==> src/sv/osl_pkg.sv <==
`timescale 1ns / 1ps
// ----------------------------------------------------------------------------
// osl_pkg
// Shared types, token codes and defaults for the Oberon-style lexer.
// ----------------------------------------------------------------------------
package osl_pkg;

    localparam int MAX_IDENT_CHARS_DEF   = 31;
    localparam int MAX_NUMBER_DIGITS_DEF = 20;
    localparam int MAX_COMMENT_DEPTH_DEF = 255;
    localparam int QUEUE_DEPTH           = 4;

    // token kinds
    localparam logic [4:0] K_IDENT   = 5'd0;
    localparam logic [4:0] K_INT     = 5'd1;
    localparam logic [4:0] K_CHAR    = 5'd2;
    localparam logic [4:0] K_HASH    = 5'd3;
    localparam logic [4:0] K_AMP     = 5'd4;
    localparam logic [4:0] K_LPAREN  = 5'd5;
    localparam logic [4:0] K_RPAREN  = 5'd6;
    localparam logic [4:0] K_STAR    = 5'd7;
    localparam logic [4:0] K_PLUS    = 5'd8;
    localparam logic [4:0] K_COMMA   = 5'd9;
    localparam logic [4:0] K_MINUS   = 5'd10;
    localparam logic [4:0] K_DOT     = 5'd11;
    localparam logic [4:0] K_COLON   = 5'd12;
    localparam logic [4:0] K_BECOMES = 5'd13;
    localparam logic [4:0] K_SEMI    = 5'd14;
    localparam logic [4:0] K_LESS    = 5'd15;
    localparam logic [4:0] K_LEQ     = 5'd16;
    localparam logic [4:0] K_GREATER = 5'd17;
    localparam logic [4:0] K_GEQ     = 5'd18;
    localparam logic [4:0] K_EQUAL   = 5'd19;
    localparam logic [4:0] K_LBRAK   = 5'd20;
    localparam logic [4:0] K_RBRAK   = 5'd21;
    localparam logic [4:0] K_TILDE   = 5'd22;
    localparam logic [4:0] K_ERROR   = 5'd23;

    // error codes
    localparam logic [2:0] E_NONE       = 3'd0;
    localparam logic [2:0] E_BAD_CHAR   = 3'd1;
    localparam logic [2:0] E_NUM_LONG   = 3'd2;
    localparam logic [2:0] E_IDENT_LONG = 3'd3;
    localparam logic [2:0] E_NO_SUFFIX  = 3'd4;
    localparam logic [2:0] E_EOF_COMM   = 3'd5;
    localparam logic [2:0] E_NEST_DEEP  = 3'd6;

    typedef enum logic [2:0] {
        M_IDLE, M_IDENT, M_NUMBER, M_COLON, M_LESS, M_GREATER, M_PAREN, M_COMMENT
    } mode_t;

    typedef enum logic [1:0] {
        C_PLAIN, C_STAR, C_PAREN
    } csub_t;

    typedef enum logic [1:0] {
        CMD_TOKEN, CMD_CHAR, CMD_IDENT
    } cmd_op_t;

    // one queue entry from front to back
    typedef struct packed {
        cmd_op_t     op;
        logic [4:0]  kind;
        logic [63:0] value;
        logic [2:0]  code;
        logic [7:0]  ch;
        logic        first;
        logic        kw;
        logic [15:0] line;
        logic [15:0] column;
    } cmd_t;

endpackage

==> src/sv/oberon_style_lexer.sv <==
`timescale 1ns / 1ps
// ----------------------------------------------------------------------------
// oberon_style_lexer
// Byte-serial Oberon-style scanner: front classifier, command queue, back end.
// ----------------------------------------------------------------------------
// A single-beat token is captured in byte_reg, queued, and leaves via the back
// end's output register. The front takes one byte per cycle while the queue is
// not full; a byte that ends one token and starts another is stepped again,
// as the front posts one command per step. Identifier runs play out by character.
// Reset clears all control state at once; no clearing pass is needed.
// ----------------------------------------------------------------------------
module oberon_style_lexer
    import osl_pkg::*;
#(
    parameter int MAX_IDENT_CHARS   = MAX_IDENT_CHARS_DEF,
    parameter int MAX_NUMBER_DIGITS = MAX_NUMBER_DIGITS_DEF,
    parameter int MAX_COMMENT_DEPTH = MAX_COMMENT_DEPTH_DEF
)
(
    input  logic               clk,
    input  logic               rst_n,
    input  logic               in_valid,
    output logic               in_stall,
    input  logic [7:0]         source_byte,
    input  logic               end_of_input,
    output logic               out_valid,
    input  logic               out_stall,
    output logic [4:0]         token_kind,
    output logic signed [63:0] number_value,
    output logic [7:0]         text_char,
    output logic               run_last,
    output logic               keyword_candidate,
    output logic [2:0]         error_code,
    output logic [15:0]        token_line,
    output logic [15:0]        token_column
);

    logic push, pop, q_full, q_not_empty;
    cmd_t push_cmd, head_cmd;

    // scanner front
    osl_front #(
        .MAX_IDENT_CHARS  (MAX_IDENT_CHARS),
        .MAX_NUMBER_DIGITS(MAX_NUMBER_DIGITS),
        .MAX_COMMENT_DEPTH(MAX_COMMENT_DEPTH)
    ) u_front (
        .clk         (clk),
        .rst_n       (rst_n),
        .in_valid    (in_valid),
        .in_stall    (in_stall),
        .source_byte (source_byte),
        .end_of_input(end_of_input),
        .q_full      (q_full),
        .push        (push),
        .push_cmd    (push_cmd)
    );

    // command queue
    osl_queue u_queue (
        .clk      (clk),
        .rst_n    (rst_n),
        .push     (push),
        .push_cmd (push_cmd),
        .full     (q_full),
        .pop      (pop),
        .not_empty(q_not_empty),
        .head_cmd (head_cmd)
    );

    // result back end
    osl_back #(
        .MAX_IDENT_CHARS(MAX_IDENT_CHARS)
    ) u_back (
        .clk              (clk),
        .rst_n            (rst_n),
        .q_not_empty      (q_not_empty),
        .head_cmd         (head_cmd),
        .pop              (pop),
        .out_valid        (out_valid),
        .out_stall        (out_stall),
        .token_kind       (token_kind),
        .number_value     (number_value),
        .text_char        (text_char),
        .run_last         (run_last),
        .keyword_candidate(keyword_candidate),
        .error_code       (error_code),
        .token_line       (token_line),
        .token_column     (token_column)
    );

endmodule

==> src/sv/osl_queue.sv <==
`timescale 1ns / 1ps
// ----------------------------------------------------------------------------
// osl_queue
// Small command queue between the scanner front and the result back end.
// ----------------------------------------------------------------------------
module osl_queue
    import osl_pkg::*;
(
    input  logic clk,
    input  logic rst_n,
    input  logic push,
    input  cmd_t push_cmd,
    output logic full,
    input  logic pop,
    output logic not_empty,
    output cmd_t head_cmd
);

    localparam int PW = $clog2(QUEUE_DEPTH);

    cmd_t          mem [QUEUE_DEPTH];
    logic [PW-1:0] wr_ptr_reg, wr_ptr_next;
    logic [PW-1:0] rd_ptr_reg, rd_ptr_next;
    logic [PW:0]   count_reg, count_next;

    // pointer and count update
    always_comb
    begin
        wr_ptr_next = wr_ptr_reg + PW'(push);
        rd_ptr_next = rd_ptr_reg + PW'(pop);
        count_next  = count_reg + (PW+1)'(push) - (PW+1)'(pop);
    end

    always_ff @(posedge clk or negedge rst_n)
    begin
        if (!rst_n)
        begin
            wr_ptr_reg <= '0;
            rd_ptr_reg <= '0;
            count_reg  <= '0;
        end
        else
        begin
            wr_ptr_reg <= wr_ptr_next;
            rd_ptr_reg <= rd_ptr_next;
            count_reg  <= count_next;
        end
    end

    // storage
    always_ff @(posedge clk)
    begin
        if (push)
        begin
            mem[wr_ptr_reg] <= push_cmd;
        end
    end

    assign full      = (count_reg == (PW+1)'(QUEUE_DEPTH));
    assign not_empty = (count_reg != '0);
    assign head_cmd  = mem[rd_ptr_reg];

`ifndef SYNTHESIS
    a_no_overflow: assert property (@(posedge clk) disable iff (!rst_n)
        !(push && full && !pop)) else $error("push into full queue");
    a_no_underflow: assert property (@(posedge clk) disable iff (!rst_n)
        !(pop && !not_empty)) else $error("pop from empty queue");
    a_count_range: assert property (@(posedge clk) disable iff (!rst_n)
        count_reg <= (PW+1)'(QUEUE_DEPTH)) else $error("queue count out of range");
`endif

endmodule

==> src/sv/osl_front.sv <==
`timescale 1ns / 1ps
// ----------------------------------------------------------------------------
// osl_front
// Scanner front: takes source bytes, tracks position and token state,
// and posts at most one command per working cycle into the queue.
// ----------------------------------------------------------------------------
module osl_front
    import osl_pkg::*;
#(
    parameter int MAX_IDENT_CHARS   = MAX_IDENT_CHARS_DEF,
    parameter int MAX_NUMBER_DIGITS = MAX_NUMBER_DIGITS_DEF,
    parameter int MAX_COMMENT_DEPTH = MAX_COMMENT_DEPTH_DEF
)
(
    input  logic       clk,
    input  logic       rst_n,
    input  logic       in_valid,
    output logic       in_stall,
    input  logic [7:0] source_byte,
    input  logic       end_of_input,
    input  logic       q_full,
    output logic       push,
    output cmd_t       push_cmd
);

    localparam int LW = $clog2(MAX_IDENT_CHARS + 1);

    mode_t       mode_reg, mode_next;
    csub_t       csub_reg, csub_next;
    logic        have_reg, have_next;
    logic        phase_reg, phase_next;
    logic [7:0]  byte_reg;
    logic        eof_reg;
    logic [63:0] dec_reg, dec_next;
    logic [63:0] hex_reg, hex_next;
    logic [4:0]  cnt_reg, cnt_next;
    logic        saw_hex_reg, saw_hex_next;
    logic [LW-1:0] len_reg, len_next;
    logic        upper_reg, upper_next;
    logic [7:0]  depth_reg, depth_next;
    logic [15:0] line_reg, line_next;
    logic [15:0] col_reg, col_next;
    logic [15:0] sline_reg, sline_next;
    logic [15:0] scol_reg, scol_next;

    logic        step, accept, done, do_start;
    logic        is_dig, is_hexl, is_up, is_let, id_ch, num_ch;
    logic [3:0]  dval;
    logic        len_room, cnt_room, depth_full;

    // byte classes
    always_comb
    begin
        is_dig     = (byte_reg >= "0") && (byte_reg <= "9");
        is_hexl    = (byte_reg >= "A") && (byte_reg <= "F");
        is_up      = (byte_reg >= "A") && (byte_reg <= "Z");
        is_let     = is_up || ((byte_reg >= "a") && (byte_reg <= "z"));
        id_ch      = is_let || is_dig;
        num_ch     = is_dig || is_hexl;
        dval       = is_hexl ? (byte_reg[3:0] + 4'd9) : byte_reg[3:0];
        len_room   = (len_reg < LW'(MAX_IDENT_CHARS));
        cnt_room   = (cnt_reg < 5'(MAX_NUMBER_DIGITS));
        depth_full = (depth_reg >= 8'(MAX_COMMENT_DEPTH));
    end

    assign step     = have_reg && !q_full;
    assign do_start = phase_reg || (mode_reg == M_IDLE);
    assign in_stall = have_reg && !done;
    assign accept   = in_valid && !in_stall;

    // next scan mode
    always_comb
    begin
        mode_next = mode_reg;
        if (step)
        begin
            if (eof_reg)
            begin
                mode_next = M_IDLE;
            end
            else if (do_start)
            begin
                priority if (byte_reg <= 8'd32) mode_next = M_IDLE;
                else if (is_dig)                mode_next = M_NUMBER;
                else if (is_let)                mode_next = M_IDENT;
                else if (byte_reg == "(")       mode_next = M_PAREN;
                else if (byte_reg == ":")       mode_next = M_COLON;
                else if (byte_reg == "<")       mode_next = M_LESS;
                else if (byte_reg == ">")       mode_next = M_GREATER;
                else                            mode_next = M_IDLE;
            end
            else
            begin
                unique case (mode_reg)
                    M_IDENT:  mode_next = (id_ch && len_room) ? M_IDENT : M_IDLE;
                    M_NUMBER: mode_next = (num_ch && cnt_room) ? M_NUMBER : M_IDLE;
                    M_PAREN:  mode_next = (byte_reg == "*") ? M_COMMENT : M_IDLE;
                    M_COMMENT:
                        mode_next = (csub_reg == C_STAR && byte_reg == ")" &&
                                     depth_reg <= 8'd1) ? M_IDLE : M_COMMENT;
                    default:  mode_next = M_IDLE;
                endcase
            end
        end
    end

    // datapath, commands and position
    always_comb
    begin
        csub_next    = csub_reg;
        phase_next   = phase_reg;
        dec_next     = dec_reg;
        hex_next     = hex_reg;
        cnt_next     = cnt_reg;
        saw_hex_next = saw_hex_reg;
        len_next     = len_reg;
        upper_next   = upper_reg;
        depth_next   = depth_reg;
        line_next    = line_reg;
        col_next     = col_reg;
        sline_next   = sline_reg;
        scol_next    = scol_reg;
        done         = 1'b0;
        push         = 1'b0;
        push_cmd     = '{op: CMD_TOKEN, kind: K_ERROR, value: '0, code: E_NONE,
                         ch: '0, first: 1'b0, kw: 1'b0, line: sline_reg,
                         column: scol_reg};
        if (step)
        begin
            done = 1'b1;
            if (eof_reg)
            begin
                // flush pending token, rewind position
                push = 1'b1;
                unique case (mode_reg)
                    M_IDENT:
                    begin
                        push_cmd.op = CMD_IDENT;
                        push_cmd.kw = upper_reg && (32'(len_reg) < 32'd10);
                    end
                    M_NUMBER:
                    begin
                        if (saw_hex_reg) push_cmd.code = E_NO_SUFFIX;
                        else
                        begin
                            push_cmd.kind  = K_INT;
                            push_cmd.value = dec_reg;
                        end
                    end
                    M_COLON:   push_cmd.kind = K_COLON;
                    M_LESS:    push_cmd.kind = K_LESS;
                    M_GREATER: push_cmd.kind = K_GREATER;
                    M_PAREN:   push_cmd.kind = K_LPAREN;
                    M_COMMENT: push_cmd.code = E_EOF_COMM;
                    default:   push = 1'b0;
                endcase
                depth_next = '0;
                csub_next  = C_PLAIN;
                line_next  = 16'd1;
                col_next   = 16'd1;
                phase_next = 1'b0;
            end
            else
            begin
                if (do_start)
                begin
                    // first byte of a token
                    phase_next = 1'b0;
                    push_cmd.line   = line_reg;
                    push_cmd.column = col_reg;
                    if (byte_reg > 8'd32)
                    begin
                        sline_next = line_reg;
                        scol_next  = col_reg;
                        push = 1'b1;
                        priority if (is_dig)
                        begin
                            push         = 1'b0;
                            dec_next     = {60'd0, dval};
                            hex_next     = {60'd0, dval};
                            cnt_next     = 5'd1;
                            saw_hex_next = 1'b0;
                        end
                        else if (is_let)
                        begin
                            push_cmd.op    = CMD_CHAR;
                            push_cmd.ch    = byte_reg;
                            push_cmd.first = 1'b1;
                            len_next       = LW'(1);
                            upper_next     = is_up;
                        end
                        else
                        begin
                            unique case (byte_reg)
                                "#": push_cmd.kind = K_HASH;
                                "&": push_cmd.kind = K_AMP;
                                ")": push_cmd.kind = K_RPAREN;
                                "*": push_cmd.kind = K_STAR;
                                "+": push_cmd.kind = K_PLUS;
                                ",": push_cmd.kind = K_COMMA;
                                "-": push_cmd.kind = K_MINUS;
                                ".": push_cmd.kind = K_DOT;
                                ";": push_cmd.kind = K_SEMI;
                                "=": push_cmd.kind = K_EQUAL;
                                "[": push_cmd.kind = K_LBRAK;
                                "]": push_cmd.kind = K_RBRAK;
                                "~": push_cmd.kind = K_TILDE;
                                "(", ":", "<", ">": push = 1'b0;
                                default: push_cmd.code = E_BAD_CHAR;
                            endcase
                        end
                    end
                end
                else
                begin
                    // byte inside a pending token
                    unique case (mode_reg)
                        M_IDENT:
                        begin
                            push = 1'b1;
                            if (id_ch)
                            begin
                                if (len_room)
                                begin
                                    push_cmd.op = CMD_CHAR;
                                    push_cmd.ch = byte_reg;
                                    len_next    = len_reg + LW'(1);
                                    upper_next  = upper_reg && is_up;
                                end
                                else push_cmd.code = E_IDENT_LONG;
                            end
                            else
                            begin
                                push_cmd.op = CMD_IDENT;
                                push_cmd.kw = upper_reg && (32'(len_reg) < 32'd10);
                                done        = 1'b0;
                            end
                        end
                        M_NUMBER:
                        begin
                            push = 1'b1;
                            if (num_ch)
                            begin
                                if (cnt_room)
                                begin
                                    push     = 1'b0;
                                    dec_next = (dec_reg << 3) + (dec_reg << 1) +
                                               {60'd0, dval};
                                    hex_next = (hex_reg << 4) | {60'd0, dval};
                                    cnt_next = cnt_reg + 5'd1;
                                    saw_hex_next = saw_hex_reg || is_hexl;
                                end
                                else push_cmd.code = E_NUM_LONG;
                            end
                            else if (byte_reg == "H")
                            begin
                                push_cmd.kind  = K_INT;
                                push_cmd.value = hex_reg;
                            end
                            else if (byte_reg == "X")
                            begin
                                push_cmd.kind  = K_CHAR;
                                push_cmd.value = hex_reg;
                            end
                            else
                            begin
                                done = 1'b0;
                                if (saw_hex_reg) push_cmd.code = E_NO_SUFFIX;
                                else
                                begin
                                    push_cmd.kind  = K_INT;
                                    push_cmd.value = dec_reg;
                                end
                            end
                        end
                        M_COLON, M_LESS, M_GREATER:
                        begin
                            push = 1'b1;
                            push_cmd.kind = (mode_reg == M_COLON) ? K_COLON :
                                            (mode_reg == M_LESS) ? K_LESS : K_GREATER;
                            if (byte_reg == "=") push_cmd.kind = push_cmd.kind + 5'd1;
                            else done = 1'b0;
                        end
                        M_PAREN:
                        begin
                            if (byte_reg == "*")
                            begin
                                depth_next = 8'd1;
                                csub_next  = C_PLAIN;
                            end
                            else
                            begin
                                push          = 1'b1;
                                push_cmd.kind = K_LPAREN;
                                done          = 1'b0;
                            end
                        end
                        default:
                        begin
                            // comment body
                            if (csub_reg == C_STAR && byte_reg == ")")
                            begin
                                if (depth_reg != 8'd0) depth_next = depth_reg - 8'd1;
                                csub_next = C_PLAIN;
                            end
                            else if (csub_reg == C_PAREN && byte_reg == "*")
                            begin
                                if (depth_full)
                                begin
                                    push            = 1'b1;
                                    push_cmd.code   = E_NEST_DEEP;
                                    push_cmd.line   = line_reg;
                                    push_cmd.column = (col_reg > 16'd1) ?
                                                      col_reg - 16'd1 : 16'd1;
                                end
                                else depth_next = depth_reg + 8'd1;
                                csub_next = C_PLAIN;
                            end
                            else if (byte_reg == "*") csub_next = C_STAR;
                            else if (byte_reg == "(") csub_next = C_PAREN;
                            else csub_next = C_PLAIN;
                        end
                    endcase
                    if (!done) phase_next = 1'b1;
                end
                // advance position once the byte is finished
                if (done)
                begin
                    if (byte_reg == 8'd10)
                    begin
                        if (line_reg != 16'hFFFF) line_next = line_reg + 16'd1;
                        col_next = 16'd1;
                    end
                    else if (col_reg != 16'hFFFF) col_next = col_reg + 16'd1;
                end
            end
        end
        have_next = accept ? 1'b1 : (done ? 1'b0 : have_reg);
    end

    always_ff @(posedge clk or negedge rst_n)
    begin
        if (!rst_n)
        begin
            mode_reg    <= M_IDLE;
            csub_reg    <= C_PLAIN;
            have_reg    <= 1'b0;
            phase_reg   <= 1'b0;
            dec_reg     <= '0;
            hex_reg     <= '0;
            cnt_reg     <= '0;
            saw_hex_reg <= 1'b0;
            len_reg     <= '0;
            upper_reg   <= 1'b1;
            depth_reg   <= '0;
            line_reg    <= 16'd1;
            col_reg     <= 16'd1;
            sline_reg   <= 16'd1;
            scol_reg    <= 16'd1;
        end
        else
        begin
            mode_reg    <= mode_next;
            csub_reg    <= csub_next;
            have_reg    <= have_next;
            phase_reg   <= phase_next;
            dec_reg     <= dec_next;
            hex_reg     <= hex_next;
            cnt_reg     <= cnt_next;
            saw_hex_reg <= saw_hex_next;
            len_reg     <= len_next;
            upper_reg   <= upper_next;
            depth_reg   <= depth_next;
            line_reg    <= line_next;
            col_reg     <= col_next;
            sline_reg   <= sline_next;
            scol_reg    <= scol_next;
        end
    end

    // captured beat
    always_ff @(posedge clk)
    begin
        if (accept)
        begin
            byte_reg <= source_byte;
            eof_reg  <= end_of_input;
        end
    end

endmodule

==> src/sv/osl_back.sv <==
`timescale 1ns / 1ps
// ----------------------------------------------------------------------------
// osl_back
// Result back end: holds the identifier buffer, plays out identifier runs
// one character per beat and forwards single tokens through an output register.
// ----------------------------------------------------------------------------
module osl_back
    import osl_pkg::*;
#(
    parameter int MAX_IDENT_CHARS = MAX_IDENT_CHARS_DEF
)
(
    input  logic               clk,
    input  logic               rst_n,
    input  logic               q_not_empty,
    input  cmd_t               head_cmd,
    output logic               pop,
    output logic               out_valid,
    input  logic               out_stall,
    output logic [4:0]         token_kind,
    output logic signed [63:0] number_value,
    output logic [7:0]         text_char,
    output logic               run_last,
    output logic               keyword_candidate,
    output logic [2:0]         error_code,
    output logic [15:0]        token_line,
    output logic [15:0]        token_column
);

    localparam int LW = $clog2(MAX_IDENT_CHARS + 1);
    localparam int IW = (MAX_IDENT_CHARS > 1) ? $clog2(MAX_IDENT_CHARS) : 1;

    logic [7:0]    ibuf [MAX_IDENT_CHARS];
    logic [LW-1:0] len_reg, len_next;
    logic [LW-1:0] idx_reg, idx_next;
    logic          run_reg, run_next;
    logic          kw_reg;
    logic [15:0]   rline_reg, rcol_reg;
    logic          ov_reg, ov_next;
    cmd_t          o_reg, o_next;
    logic          slot_free, run_end, wr_en, start_run;
    logic [LW-1:0] wr_pos;

    assign slot_free = !ov_reg || !out_stall;
    assign run_end   = (idx_reg + LW'(1)) == len_reg;
    assign pop       = slot_free && !run_reg && q_not_empty;
    assign wr_en     = pop && (head_cmd.op == CMD_CHAR);
    assign start_run = pop && (head_cmd.op == CMD_IDENT);
    assign wr_pos    = head_cmd.first ? '0 : len_reg;

    // result selection
    always_comb
    begin
        ov_next  = slot_free ? 1'b0 : ov_reg;
        o_next   = o_reg;
        idx_next = idx_reg;
        run_next = run_reg;
        len_next = len_reg;
        if (slot_free && run_reg)
        begin
            ov_next  = 1'b1;
            o_next   = '{op: CMD_TOKEN, kind: K_IDENT, value: '0, code: E_NONE,
                         ch: ibuf[idx_reg[IW-1:0]], first: run_end, kw: kw_reg,
                         line: rline_reg, column: rcol_reg};
            idx_next = idx_reg + LW'(1);
            run_next = !run_end;
        end
        else if (pop)
        begin
            unique case (head_cmd.op)
                CMD_TOKEN:
                begin
                    ov_next       = 1'b1;
                    o_next        = head_cmd;
                    o_next.ch     = '0;
                    o_next.first  = 1'b1;
                    o_next.kw     = 1'b0;
                    if (head_cmd.kind != K_ERROR) o_next.code = E_NONE;
                end
                CMD_CHAR:
                    len_next = wr_pos + LW'(1);
                default:
                begin
                    idx_next = '0;
                    run_next = 1'b1;
                end
            endcase
        end
    end

    always_ff @(posedge clk or negedge rst_n)
    begin
        if (!rst_n)
        begin
            ov_reg  <= 1'b0;
            run_reg <= 1'b0;
            idx_reg <= '0;
            len_reg <= '0;
        end
        else
        begin
            ov_reg  <= ov_next;
            run_reg <= run_next;
            idx_reg <= idx_next;
            len_reg <= len_next;
        end
    end

    // payload registers and identifier buffer
    always_ff @(posedge clk)
    begin
        o_reg <= o_next;
        if (start_run)
        begin
            kw_reg    <= head_cmd.kw;
            rline_reg <= head_cmd.line;
            rcol_reg  <= head_cmd.column;
        end
        if (wr_en)
        begin
            ibuf[wr_pos[IW-1:0]] <= head_cmd.ch;
        end
    end

    assign out_valid         = ov_reg;
    assign token_kind        = o_reg.kind;
    assign number_value      = o_reg.value;
    assign text_char         = o_reg.ch;
    assign run_last          = o_reg.first;
    assign keyword_candidate = o_reg.kw;
    assign error_code        = o_reg.code;
    assign token_line        = o_reg.line;
    assign token_column      = o_reg.column;

`ifndef SYNTHESIS
    a_run_nonempty: assert property (@(posedge clk) disable iff (!rst_n)
        run_reg |-> (len_reg != '0)) else $error("identifier run with empty buffer");
    a_run_in_range: assert property (@(posedge clk) disable iff (!rst_n)
        run_reg |-> (idx_reg < len_reg)) else $error("run index past length");
    a_no_pop_in_run: assert property (@(posedge clk) disable iff (!rst_n)
        run_reg |-> !pop) else $error("queue popped during identifier run");
`endif

endmodule
==> config.mk <==
export PLATFORM = sky130hd
export DESIGN_NAME = oberon_style_lexer
export DESIGN_NICKNAME = d
export VERILOG_FILES = /design/src/sv/osl_pkg.sv /design/src/sv/oberon_style_lexer.sv /design/src/sv/osl_queue.sv /design/src/sv/osl_front.sv /design/src/sv/osl_back.sv
export SDC_FILE = /design/constraint.sdc
export NUM_CORES = 2
export LEC_CHECK = 0
export ABC_AREA = 1
export BUFFER_PORTS_ARGS = -buffer_cell sky130_fd_sc_hd__buf_2
export CAP_MARGIN = 20
export CELL_PAD_IN_SITES_DETAIL_PLACEMENT = 1
export CELL_PAD_IN_SITES_GLOBAL_PLACEMENT = 1
export CORE_MARGIN = 5
export CORE_UTILIZATION = 53
export DETAILED_ROUTE_END_ITERATION = 16
export PLACE_DENSITY = 0.94
export SYNTH_ARGS = -nofsm -noshare
export SYNTH_HDL_FRONTEND = slang
export SYNTH_SLANG_ARGS = --single-unit
export TNS_END_PERCENT = 30
==> constraint.sdc <==
create_clock -name clk -period 15.01 [get_ports clk]
set_input_delay 3.002 -clock clk [delete_from_list [all_inputs] [get_ports clk]]
set_output_delay 3.002 -clock clk [all_outputs]
set_load 0.01 [all_outputs]
==> flow_summary.json <==
{
  "clock-sinks": 1105,
  "vias_per_cell": 6.75,
  "layout-drive-gt1-share_pct": 7.74,
  "final_nets": 6027,
  "cts_resized": 0,
  "setup_viol": 0,
  "die_h_um": 329,
  "cts_setup_buffers": 0,
  "avgRoutedWirePerCell_um": 30.4,
  "skew_ns": 0.0365,
  "ys_types": 61,
  "ys_dominant_reg_cell": "edfxtp_1",
  "overflow": 0,
  "rr_endpoint": "u_queue.mem[3][83]",
  "hold_end": "u_back.number_value[45]",
  "drv_slew": 0,
  "cts_root_buffer": "clkbuf_16",
  "grt_usage_pct": 37.8,
  "slew_headroom_pct": 2.54,
  "ys_seq_elements": 1105,
  "fin_util_pct": 59.0,
  "startpoint_type": "register",
  "fin_setup_tns_ns": 0,
  "p_leak_nw": 24.4,
  "largest-register": "u_queue.mem",
  "die_w_um": 329,
  "fin_crit_sh_pct": 47.8,
  "worst_ep_arrival_time_ns": 4.17,
  "worstPathRequired_ns": 12.01,
  "design_power_total_mw": 11.6,
  "timing.hold.ws_ns": 0.468,
  "rrSetupSlack_ns": 9.56,
  "vias": 49400,
  "grt_max_degree": 118,
  "htreeDepth": 3,
  "start_util_pct": 53.5,
  "cp_max_fo": 43,
  "boundaryPins": 129,
  "ys_warn_count": 0,
  "dr.pass1.iters": 9,
  "rows": 116,
  "clkTransAtPathRegs_ns": 0.07,
  "synth.cell_area_um2": 53800,
  "core_um2": 100000,
  "die-area_um2": 108000,
  "dp_hpwl_um": 123000,
  "cts_max_path_buffers": 3,
  "end_kind": "primary output",
  "period_minus_slack_ns": 7.17,
  "peakVddDrop_uv": 138,
  "drc_errors": 0,
  "clock.fmax_mhz": 139,
  "outcome": "complete, no violations",
  "antenna_found_initial": 11,
  "syn2layout_area_growth_pct": 10.2,
  "fillerInstances": 11200,
  "yosysSeqAreaShare_pct": 58.2,
  "grt_pass1_wl_um": 313000,
  "ant_nets": 0,
  "syn_area_per_cell_um2": 9.18,
  "hold_class": "reg -> reg",
  "finalWirelength_um": 223000,
  "hold_violations": 0,
  "tritoncts": "built",
  "largest_reg_flops": 464,
  "rsz0062_at_grt": "false",
  "rr_startpoint": "u_queue.count_reg[1]",
  "first_global_vias": 49600,
  "worst-slew-pin-transition_ns": 1.45,
  "place.gp.congestion": 0.944,
  "ys_async_sr_fraction_pct": 21.4,
  "critPathKind": "reg -> out",
  "power.density_nw_per_um2": 196,
  "clock_latency_ns": 0.73,
  "syn_inst": 5855,
  "drt_iter0_drc": 8194,
  "worst_r2r_path_depth": 11,
  "cts_inserted_buffers": 109,
  "hold_buffers": 0,
  "synth-edff-count": 796,
  "hold_start": "u_back.number_value[45]",
  "hold_path_depth": 2,
  "cap_violations": 0,
  "io_buffer_count": 128
}
-- area by class of cell --
class	instances	area (um2)	area share, %
repair buffers	179	1120	1.90
flip-flops and latches	1105	31300	52.8
diodes	2	5.00	0.00845
multi-input cells	3981	19600	33.1
clock inverters	52	557	0.940
well taps	1357	1700	2.87
inverters	489	1850	3.11
clock buffers	153	3090	5.22
-- worst max-delay path, cell delays in order, from the launching register on --
cell and delay (ns):
edfxtp_1 0.48, inv_1 0.18, nand2_1 0.10, nor2_1 0.29, nand2_1 0.21, nand2_2 0.78
inv_2 0.10, nand3_1 0.16, nand2_1 0.11, nand3_4 0.43, nand2_1 0.17, nand2_1 0.21
inv_1 0.06, buf_2 0.14
-- layout by cell type (no fill, tap or decap), drive strengths merged, types with 6 or more instances in the layout --
cell,n
o22ai,137
o211ai,6
ha,146
nor2,701
inv,485
clkbuf,153
o21bai,6
o221ai,27
nand3b,16
o21ai,552
nor3,61
or2,28
nor4,8
and2,6
xnor2,6
buf,179
nand2,1540
dfxtp,72
dfrtp,232
nand3,256
o2111ai,20
a21oi,249
a31oi,48
clkinvlp,9
edfxtp,796
nand4,61
clkinv,38
xor2,66
o22a,6
bufinv,9
a22oi,8
-- cells by family (layout without fill, tap and decap cells) --
| family | after synthesis | in the layout | share of synthesized area [%] |
|---|---|---|---|
| simple gates | 2681 | 2681 | 20.4 |
| flops | 1105 | 1105 | 58.2 |
| compound gates | 1074 | 1074 | 11.0 |
| buf+inv | 772 | 873 | 5.65 |
| fa+ha+maj | 149 | 149 | 3.51 |
| xor+xnor | 72 | 72 | 1.17 |
| other cells | 1 | 6 | 0.00697 |
| mux | 1 | 1 | 0.0186 |
-- where the power goes --
group	leakage [nW]	internal, mW	switching [mW]
Clock	1.77	1.60	1.39
Combinational	11.5	0.880	3.11
Sequential	11.1	4.18	0.438
-- how the worst max path moves through the flow --
stage                                    from  cells past startpoint  slack [ns]                end
after floorplan           u_front.byte_reg[0]                     12        7.91  u_queue.mem[0][0]
after global placement    u_front.byte_reg[1]                     14        8.82           in_stall
after detailed placement  u_front.byte_reg[5]                     13        8.71           in_stall
after CTS                 u_front.byte_reg[5]                     13        7.93           in_stall
after global routing      u_front.byte_reg[1]                     14        7.63           in_stall
final                     u_front.byte_reg[5]                     13        7.84           in_stall
-- cell usage after synthesis, types with 27 or more instances --
library cell     n  area, um2
a31oi_1         48        300
nand3_1        245       1230
o21ai_1         76        380
dfrtp_1        232       5810
o22ai_1        136        851
edfxtp_1       796      23900
inv_1          468       1760
or2_2           28        175
o221ai_1        27        236
xor2_1          66        578
dfxtp_1         72       1440
nand4_1         61        382
nor2_1         687       2580
o21ai_0        473       2370
nor3_1          59        295
ha_1           146       1830
a21oi_1        248       1240
clkbuf_1       198        743
buf_2           59        295
nand2_1       1534       5760
-- per-layer routing --
| layer | global-route usage, % | wire [um] | part of all wire (%) |
|---|---|---|---|
| met1 | 46.4 | 76100 | 34 |
| met3 | 9.14 | 27700 | 12 |
| met5 | 0 | 68 | 0.031 |
| met2 | 62.0 | 102000 | 46 |
| met4 | 20.1 | 16700 | 7.5 |
-- stage by stage --
stage	worst slack, ns	area [um2]	instances
floorplan	7.91	53800	5858
global placement	8.82	55500	7105
detailed placement	8.71	55500	7105
CTS	7.93	59100	7310
global route	7.63	59300	7316
finish	7.84	59300	7318
No activity file was read; power rests on OpenSTA's default activity.
